## config.mk

```make
export PLATFORM = sky130hd
export DESIGN_NAME = svg_path_syntax_checker_top
export DESIGN_NICKNAME = d
export VERILOG_FILES = /design/src/design/svgp_pkg.sv /design/src/design/svgp_classify.sv /design/src/design/svgp_scan.sv /design/src/design/svg_path_syntax_checker_top.sv
export VERILOG_INCLUDE_DIRS = /design/src /design/src/design
export SDC_FILE = /design/constraint.sdc
export NUM_CORES = 1
export LEC_CHECK = 0
export BUFFER_PORTS_ARGS = -buffer_cell sky130_fd_sc_hd__buf_4
export CAP_MARGIN = 20
export CORE_MARGIN = 3
export CORE_UTILIZATION = 35
export DETAILED_ROUTE_END_ITERATION = 10
export PLACE_DENSITY = 0.61
export SETUP_SLACK_MARGIN = 0.5
export SKIP_LAST_GASP = 1
export SYNTH_ARGS = -nofsm -noshare
export SYNTH_HDL_FRONTEND = slang
export SYNTH_HIERARCHICAL = 1
export SYNTH_SLANG_ARGS = --single-unit
```

## constraint.sdc

```tcl
create_clock -name aclk -period 2.9 [get_ports aclk]
set_input_delay 0.58 -clock aclk [delete_from_list [all_inputs] [get_ports aclk]]
set_output_delay 0.58 -clock aclk [all_outputs]
set_load 0.02 [all_outputs]
```

## src/design/svg_path_syntax_checker_top_assert.svh

```systemverilog
// Assertion macros shared by the path syntax checker modules.
`ifndef SVG_PATH_SYNTAX_CHECKER_TOP_ASSERT_SVH
`define SVG_PATH_SYNTAX_CHECKER_TOP_ASSERT_SVH

// Same-cycle implication, checked on aclk, off while in reset.
`define SVGP_ASSERT_NOW(lbl, ante, cons, msg) \
    lbl: assert property (@(posedge aclk) disable iff (!aresetn) (ante) |-> (cons)) \
        else $error(msg);

// Next-cycle implication, checked on aclk, off while in reset.
`define SVGP_ASSERT_NEXT(lbl, ante, cons, msg) \
    lbl: assert property (@(posedge aclk) disable iff (!aresetn) (ante) |=> (cons)) \
        else $error(msg);

`endif

```

## src/design/svgp_pkg.sv

```systemverilog
// Types, codes and grammar step functions for the path syntax checker.
package svgp_pkg;

    // scan phases
    localparam logic [3:0] PH_TOP       = 4'd0;
    localparam logic [3:0] PH_SEP       = 4'd1;
    localparam logic [3:0] PH_SEP_COMMA = 4'd2;
    localparam logic [3:0] PH_SIGN      = 4'd3;
    localparam logic [3:0] PH_INT       = 4'd4;
    localparam logic [3:0] PH_DOT       = 4'd5;
    localparam logic [3:0] PH_FRAC      = 4'd6;
    localparam logic [3:0] PH_EXP       = 4'd7;
    localparam logic [3:0] PH_EXP_SIGN  = 4'd8;
    localparam logic [3:0] PH_EXP_DIG   = 4'd9;

    // verdict codes
    localparam logic [1:0] VERDICT_OPEN    = 2'd0;
    localparam logic [1:0] VERDICT_VALID   = 2'd1;
    localparam logic [1:0] VERDICT_INVALID = 2'd2;

    // character codes
    localparam logic [7:0] CH_NUL   = 8'h00;
    localparam logic [7:0] CH_TAB   = 8'h09;
    localparam logic [7:0] CH_LF    = 8'h0A;
    localparam logic [7:0] CH_CR    = 8'h0D;
    localparam logic [7:0] CH_SPACE = 8'h20;
    localparam logic [7:0] CH_PLUS  = 8'h2B;
    localparam logic [7:0] CH_COMMA = 8'h2C;
    localparam logic [7:0] CH_MINUS = 8'h2D;
    localparam logic [7:0] CH_DOT   = 8'h2E;
    localparam logic [7:0] CH_0     = 8'h30;
    localparam logic [7:0] CH_9     = 8'h39;
    localparam logic [7:0] CH_UA    = 8'h41;
    localparam logic [7:0] CH_UC    = 8'h43;
    localparam logic [7:0] CH_UE    = 8'h45;
    localparam logic [7:0] CH_UH    = 8'h48;
    localparam logic [7:0] CH_UL    = 8'h4C;
    localparam logic [7:0] CH_UM    = 8'h4D;
    localparam logic [7:0] CH_UQ    = 8'h51;
    localparam logic [7:0] CH_US    = 8'h53;
    localparam logic [7:0] CH_UT    = 8'h54;
    localparam logic [7:0] CH_UV    = 8'h56;
    localparam logic [7:0] CH_UZ    = 8'h5A;
    localparam logic [7:0] CH_LA    = 8'h61;
    localparam logic [7:0] CH_LE    = 8'h65;
    localparam logic [7:0] CH_LZ    = 8'h7A;
    localparam logic [7:0] CASE_GAP = 8'h20;

    typedef struct packed {
        logic       is_zero;
        logic       is_space;
        logic       is_digit;
        logic       is_sign;
        logic       is_dot;
        logic       is_comma;
        logic       is_exp;
        logic       is_letter;
        logic       is_cmd;
        logic [2:0] n_params;
    } cls_t;

    typedef struct packed {
        logic [3:0] phase;
        logic [2:0] group;
        logic [2:0] left;
        logic       err;
    } scan_st_t;

    typedef struct packed {
        scan_st_t st;
        logic     end_ok;
    } step_t;

    function automatic scan_st_t begin_number(scan_st_t s, cls_t c);
        scan_st_t r;
        r = s;
        if (c.is_sign)       r.phase = PH_SIGN;
        else if (c.is_digit) r.phase = PH_INT;
        else if (c.is_dot)   r.phase = PH_DOT;
        else                 r.err = 1'b1;
        return r;
    endfunction

    function automatic scan_st_t on_sep(scan_st_t s, cls_t c, logic comma_taken);
        scan_st_t r;
        r = s;
        if (c.is_space)                     r.phase = comma_taken ? PH_SEP_COMMA : PH_SEP;
        else if (c.is_comma && !comma_taken) r.phase = PH_SEP_COMMA;
        else                                r = begin_number(s, c);
        return r;
    endfunction

    function automatic step_t on_top(scan_st_t s, cls_t c);
        step_t r;
        r.st       = s;
        r.st.phase = PH_TOP;
        r.end_ok   = 1'b0;
        if (c.is_space) begin
            r.end_ok = 1'b0;
        end else if (c.is_zero) begin
            r.end_ok = 1'b1;
        end else if (c.is_letter) begin
            if (!c.is_cmd) begin
                r.st.err = 1'b1;
            end else begin
                r.st.group = c.n_params;
                r.st.left  = c.n_params;
                if (c.n_params != 3'd0) r.st.phase = PH_SEP;
            end
        end else if (s.group == 3'd0) begin
            r.st.err = 1'b1;
        end else begin
            // implicit repeat of the active command
            r.st.left = s.group;
            r.st      = on_sep(r.st, c, 1'b0);
        end
        return r;
    endfunction

    // a number ended just before c; c is judged again
    function automatic step_t number_done(scan_st_t s, cls_t c);
        step_t r;
        scan_st_t t;
        t = s;
        if (t.left != 3'd0) t.left = t.left - 3'd1;
        if (t.left != 3'd0) begin
            r.st     = on_sep(t, c, 1'b0);
            r.end_ok = 1'b0;
        end else begin
            r = on_top(t, c);
        end
        return r;
    endfunction

    function automatic step_t feed(scan_st_t s, cls_t c);
        step_t r;
        r.st     = s;
        r.end_ok = 1'b0;
        case (s.phase)
            PH_TOP:       r = on_top(s, c);
            PH_SEP:       r.st = on_sep(s, c, 1'b0);
            PH_SEP_COMMA: r.st = on_sep(s, c, 1'b1);
            PH_SIGN: begin
                if (c.is_digit)    r.st.phase = PH_INT;
                else if (c.is_dot) r.st.phase = PH_DOT;
                else               r.st.err = 1'b1;
            end
            PH_INT: begin
                if (c.is_digit)    r.st.phase = PH_INT;
                else if (c.is_dot) r.st.phase = PH_FRAC;
                else if (c.is_exp) r.st.phase = PH_EXP;
                else               r = number_done(s, c);
            end
            PH_DOT: begin
                if (c.is_digit) r.st.phase = PH_FRAC;
                else            r.st.err = 1'b1;
            end
            PH_FRAC: begin
                if (c.is_digit)    r.st.phase = PH_FRAC;
                else if (c.is_exp) r.st.phase = PH_EXP;
                else               r = number_done(s, c);
            end
            PH_EXP: begin
                if (c.is_sign)       r.st.phase = PH_EXP_SIGN;
                else if (c.is_digit) r.st.phase = PH_EXP_DIG;
                else                 r.st.err = 1'b1;
            end
            PH_EXP_SIGN: begin
                if (c.is_digit) r.st.phase = PH_EXP_DIG;
                else            r.st.err = 1'b1;
            end
            PH_EXP_DIG: begin
                if (!c.is_digit) r = number_done(s, c);
            end
            default: r.st.err = 1'b1;
        endcase
        return r;
    endfunction

endpackage

```

## src/design/svgp_classify.sv

```systemverilog
// Byte classifier: character classes and command parameter counts.
module svgp_classify
    import svgp_pkg::*;
(
    input  logic [7:0] char_code,
    output cls_t       cls
);

    logic       is_upper;
    logic       is_lower;
    logic [7:0] upper;

    assign is_upper = (char_code >= CH_UA) && (char_code <= CH_UZ);
    assign is_lower = (char_code >= CH_LA) && (char_code <= CH_LZ);
    assign upper    = is_lower ? (char_code - CASE_GAP) : char_code;

    always_comb begin
        cls           = '0;
        cls.is_zero   = (char_code == CH_NUL);
        cls.is_space  = (char_code == CH_SPACE) || (char_code == CH_TAB) ||
                        (char_code == CH_CR) || (char_code == CH_LF);
        cls.is_digit  = (char_code >= CH_0) && (char_code <= CH_9);
        cls.is_sign   = (char_code == CH_PLUS) || (char_code == CH_MINUS);
        cls.is_dot    = (char_code == CH_DOT);
        cls.is_comma  = (char_code == CH_COMMA);
        cls.is_exp    = (char_code == CH_UE) || (char_code == CH_LE);
        cls.is_letter = is_upper || is_lower;
        if (cls.is_letter) begin
            case (upper)
                CH_UM, CH_UL, CH_UT: begin
                    cls.is_cmd   = 1'b1;
                    cls.n_params = 3'd2;
                end
                CH_UH, CH_UV: begin
                    cls.is_cmd   = 1'b1;
                    cls.n_params = 3'd1;
                end
                CH_UQ, CH_US: begin
                    cls.is_cmd   = 1'b1;
                    cls.n_params = 3'd4;
                end
                CH_UC: begin
                    cls.is_cmd   = 1'b1;
                    cls.n_params = 3'd6;
                end
                CH_UA: begin
                    cls.is_cmd   = 1'b1;
                    cls.n_params = 3'd7;
                end
                CH_UZ: begin
                    cls.is_cmd   = 1'b1;
                    cls.n_params = 3'd0;
                end
                default: begin
                    cls.is_cmd   = 1'b0;
                    cls.n_params = 3'd0;
                end
            endcase
        end
    end

endmodule

```

## src/design/svgp_scan.sv

```systemverilog
// Grammar state register and per-byte verdict logic.
module svgp_scan
    import svgp_pkg::*;
(
    input  logic       aclk,
    input  logic       aresetn,
    input  logic       adv,
    input  cls_t       cls,
    output logic [1:0] verdict,
    output logic       string_end
);

    scan_st_t st_reg;
    scan_st_t st_next;
    step_t    step;
    logic     err_after;

    assign step      = feed(st_reg, cls);
    assign err_after = st_reg.err | step.st.err;

    always_comb begin
        st_next = st_reg;
        if (adv) begin
            if (cls.is_zero) begin
                st_next = '{phase: PH_TOP, group: 3'd0, left: 3'd0, err: 1'b0};
            end else if (!st_reg.err) begin
                st_next = step.st;
            end
        end
    end

    always_comb begin
        string_end = cls.is_zero;
        if (cls.is_zero) begin
            verdict = (!err_after && step.end_ok) ? VERDICT_VALID : VERDICT_INVALID;
        end else begin
            verdict = err_after ? VERDICT_INVALID : VERDICT_OPEN;
        end
    end

    always_ff @(posedge aclk) begin
        if (!aresetn) begin
            st_reg <= '{phase: PH_TOP, group: 3'd0, left: 3'd0, err: 1'b0};
        end else begin
            st_reg <= st_next;
        end
    end

`include "svg_path_syntax_checker_top_assert.svh"

    `SVGP_ASSERT_NOW(a_group_active, (st_reg.phase != PH_TOP), (st_reg.group != 3'd0), "mid-number phase with no active command")
    `SVGP_ASSERT_NOW(a_left_bound, 1'b1, (st_reg.left <= st_reg.group), "more parameters due than the group holds")
    `SVGP_ASSERT_NEXT(a_term_clears, (adv && cls.is_zero), ((st_reg.phase == PH_TOP) && !st_reg.err && (st_reg.group == 3'd0) && (st_reg.left == 3'd0)), "state not cleared after terminator")

endmodule

```

## src/design/svg_path_syntax_checker_top.sv

```systemverilog
// SVG path data syntax checker, one byte per request.
// An input register, then a result register, lie between input accept and result valid.
// Throughput: one byte per cycle while m_ready allows; the grammar step is a single combinational pass.
// Ready flows back from the result side; an empty input stage still takes a byte.
// Reset (aresetn low, synchronous): both stages empty, grammar state between commands,
// no active command and no error recorded.
module svg_path_syntax_checker_top
    import svgp_pkg::*;
(
    input  logic       aclk,
    input  logic       aresetn,
    input  logic       s_valid,
    output logic       s_ready,
    input  logic [7:0] s_char_code,
    output logic       m_valid,
    input  logic       m_ready,
    output logic [1:0] m_verdict,
    output logic       m_string_end
);

    cls_t       s_cls;
    cls_t       cls_reg;
    logic       in_valid_reg;
    logic       m_valid_reg;
    logic [1:0] verdict_reg;
    logic       string_end_reg;
    logic [1:0] verdict;
    logic       string_end;
    logic       out_free;
    logic       adv;

    svgp_classify u_classify (
        .char_code (s_char_code),
        .cls       (s_cls)
    );

    svgp_scan u_scan (
        .aclk       (aclk),
        .aresetn    (aresetn),
        .adv        (adv),
        .cls        (cls_reg),
        .verdict    (verdict),
        .string_end (string_end)
    );

    assign out_free = !m_valid_reg || m_ready;
    assign adv      = in_valid_reg && out_free;
    assign s_ready  = !in_valid_reg || adv;

    always_ff @(posedge aclk) begin
        if (!aresetn) begin
            in_valid_reg <= 1'b0;
            m_valid_reg  <= 1'b0;
        end else begin
            if (s_ready) in_valid_reg <= s_valid;
            if (out_free) m_valid_reg <= in_valid_reg;
        end
    end

    always_ff @(posedge aclk) begin
        if (s_valid && s_ready) cls_reg <= s_cls;
        if (adv) begin
            verdict_reg    <= verdict;
            string_end_reg <= string_end;
        end
    end

    assign m_valid      = m_valid_reg;
    assign m_verdict    = verdict_reg;
    assign m_string_end = string_end_reg;

`include "svg_path_syntax_checker_top_assert.svh"

    `SVGP_ASSERT_NEXT(a_term_result, (adv && cls_reg.is_zero), (m_valid && m_string_end), "terminator request did not yield an end result")
    `SVGP_ASSERT_NOW(a_valid_only_at_end, (m_valid && (m_verdict == VERDICT_VALID)), m_string_end, "valid verdict before string end")

endmodule

```

==> results.cfg <==
[synth]
netlist.top_cell.by_area = edfxtp_1
synth.net_count = 367
syn-instance-count = 350
post_synth_instance_area_um2 = 2700
synth.avg_cell_area_um2 = 7.70
synth_top_area_share_pct = 16.7
synthFlopType = edfxtp_1
proportion_of_register_bits_with_asynchronous_set_or_reset_after_synthesis_pct = 0
synth.distinct_cells = 70
synth_seq_area_share_pct = 26.4
synth_area_leaders = edfxtp_1 (17%), dfxtp_1 (9.7%), o21ai_0 (5.8%), a21oi_1 (4.8%), nor2_1 (4.2%)
number_of_enable_type_register_cells_in_the_synthesized_netlist = 15
synth.ff_latch_count = 28
synth-warning-count = 6

[cts]
clkLatencyLatePin_ns = 0.28
cts-htree-levels = 1
tritoncts = yes
clock-sinks = 28
numCtsBuffers = 3
longest_clk_path_bufs = 2
clock-root-buffer = clkbuf_8
cts_hold_buffers = 0
cts.reportedPaths.clkPinSlew_ns = 0.11

[placement]
dp_cells = 454
place.gp.congestion = 0.968
numPortBuffers = 16
detailed_place_hpwl_mm = 5.22

[routing]
first_pass_iters = 5
drt-wirelength-per-cell_um = 15.6
first_iter_violations = 201
detail_route.vias_per_cell = 6.03
route.vias.total = 2821
post_route_drc = 0
detail_route.wirelength_mm = 7.29
antenna_left = 0

[finish]
antenna_cell_count = 0
post_layout_nonfiller_instances = 468
fin_util_pct = 43.2
drive_above_1_share_pct = 21.7
synthToLayoutAreaGrowth_pct = 18.1
num-nets-final = 387
nFillCells = 732
largest_register_ffs = 12
most-common-layout-cells = buf_4 (43), nor2_1 (30), o21ai_0 (30)
layout.cells.most_common = buf_4

[timing]
hold_viol_final = 0
tightestPinTransition_ns = 0.696
skew_ns = 0.0121
grt_setup_unrepaired = false
timing.final.crit_period_ns = 2.34
finalMaxSlewViolations = 0
timing.final.crit_share_pct = 80.9
finalSetupViolations = 0
fmax_ghz = 0.426
max_slew_margin_pct = 53.2
finalSetupTns_ns = 0
finalHoldWorstSlack_ns = 0.500

[floorplanning]
boundaryPins = 17
floorplan.die.height_um = 93.8
core_um2 = 7370
dieArea_um2 = 8790
floorplan.initialDensity_pct = 36.6
die_width_um = 93.8
floorplan.rows = 31

[critical_path]
worst_setup_path_start_kind = flip-flop
crit_arrival_ns = 2.55
worst-path-max-fanout = 8
worst-setup-path-type = flip-flop to flip-flop
endpoint_class_of_the_critical_path = flip-flop
cp_data_required_time_ns = 3.11

[global_route]
grt_first_pass_wirelength_mm = 11.8
initial_antenna_violation_count = 0
pin_count_of_the_biggest_net_entering_global_routing = 22
gr_util_all_layers_pct = 16.0
vias_in_the_first_global_route = 2498
grt.overflow.total = 0

[worst_hold_path]
hold_class = flip-flop to flip-flop

[flow_run]
cap_violations = 0

[power_and_ir_drop]
ir_drop_uv = 172
leakagePower_nw = 1.15
design_power_total_uw = 960
cellPowerDensity_nw_per_um2 = 301

[outcome]
run_status = completed
## metal layers
metal,GRT usage [%],part of all wire [%],vias up
li1,-,-,1353
met1,21.5,45,1332
met2,26.3,47,124
met3,2.96,6.6,12
met4,4.09,1.6,0
met5,0,0,-
## worst max-delay path: stages (launching register included)
cell,delay (ns)
dfxtp_2,0.39
or3_4,0.41
o211a_1,0.25
a2111oi_4,0.38
a31oi_2,0.15
or4b_4,0.53
o22ai_1,0.14
## synth_stat cells (2+ instances only)
library cell	count
a211o_1	2
buf_2	2
o22ai_1	9
or4b_4	2
nand4bb_1	2
a21oi_1	26
nand2b_1	8
and3_1	2
nand2_1	24
or3_1	3
nor4_1	2
o31a_1	3
nor2_1	30
xnor2_1	2
nor2b_1	10
a22oi_1	3
buf_4	3
buf_6	4
nand4b_1	3
dfxtp_1	13
a221oi_1	2
o21a_1	6
a21o_1	3
mux2i_1	5
ha_1	5
clkbuf_1	19
a32oi_1	2
nor3_1	20
o31ai_1	4
a31oi_1	3
a211oi_1	3
o21bai_1	3
inv_1	14
o21ai_0	31
nand3b_1	3
nand4_1	2
nor3b_1	4
or4_1	4
nand3_1	15
a2bb2oi_1	2
edfxtp_1	15
or2_2	4
## area by class of cell
class / count / area [um2] / area share (%)
clock inverter: 1 / 30.0 / 0.943
timing repair buffer: 43 / 323 / 10.1
sequential: 28 / 717 / 22.5
clock buffer: 3 / 41.3 / 1.30
multi-input combinational: 280 / 1900 / 59.6
tap: 99 / 124 / 3.89
inverter: 14 / 52.6 / 1.65
## cells by family (layout without fill, tap and decap cells)
kind of cell / after synthesis / in the layout / share of synthesized area [%]
adders and majority gates: 5 / 5 / 2.32
xor gates and xnor gates: 3 / 3 / 0.975
buffers and inverters: 42 / 61 / 7.47
AOI/OAI and AO/OA: 118 / 118 / 29.1
and+or+nand+nor: 149 / 149 / 31.9
muxes: 5 / 5 / 1.86
DFF: 28 / 28 / 26.4
## per-stage QoR
| step | area [um2] | worst slack, ns |
|---|---|---|
| floorplan | 2700 | 0.514 |
| global placement | 2920 | 0.384 |
| global route | 3190 | 0.483 |
| finish | 3190 | 0.555 |
| CTS | 3050 | 0.494 |
| detailed placement | 2920 | 0.283 |
## report_power, final
| part | switching [mW] | internal [mW] |
|---|---|---|
| Sequential | 0.0201 | 0.431 |
| Clock | 0.133 | 0.185 |
| Combinational | 0.111 | 0.0793 |
## worst paths after layout
path	to	cells past startpoint	startpoint	slack [ns]
setup / recovery	u_scan/st_reg[5]	6	u_scan/st_reg[7]	0.56
hold / removal	u_scan/st_reg[2]	2	u_scan/st_reg[2]	0.50
setup reg to reg	u_scan/st_reg[5]	6	u_scan/st_reg[7]	0.56
hold reg to reg	u_scan/st_reg[2]	2	u_scan/st_reg[2]	0.50
## repair_timing
action / CTS / global route
setup endpoints to repair: 6 / 8
gates resized for setup: 12 / 15
setup buffers: 0 / 10
pin swaps: 0 / 7
(Power assumes the default switching activity.)
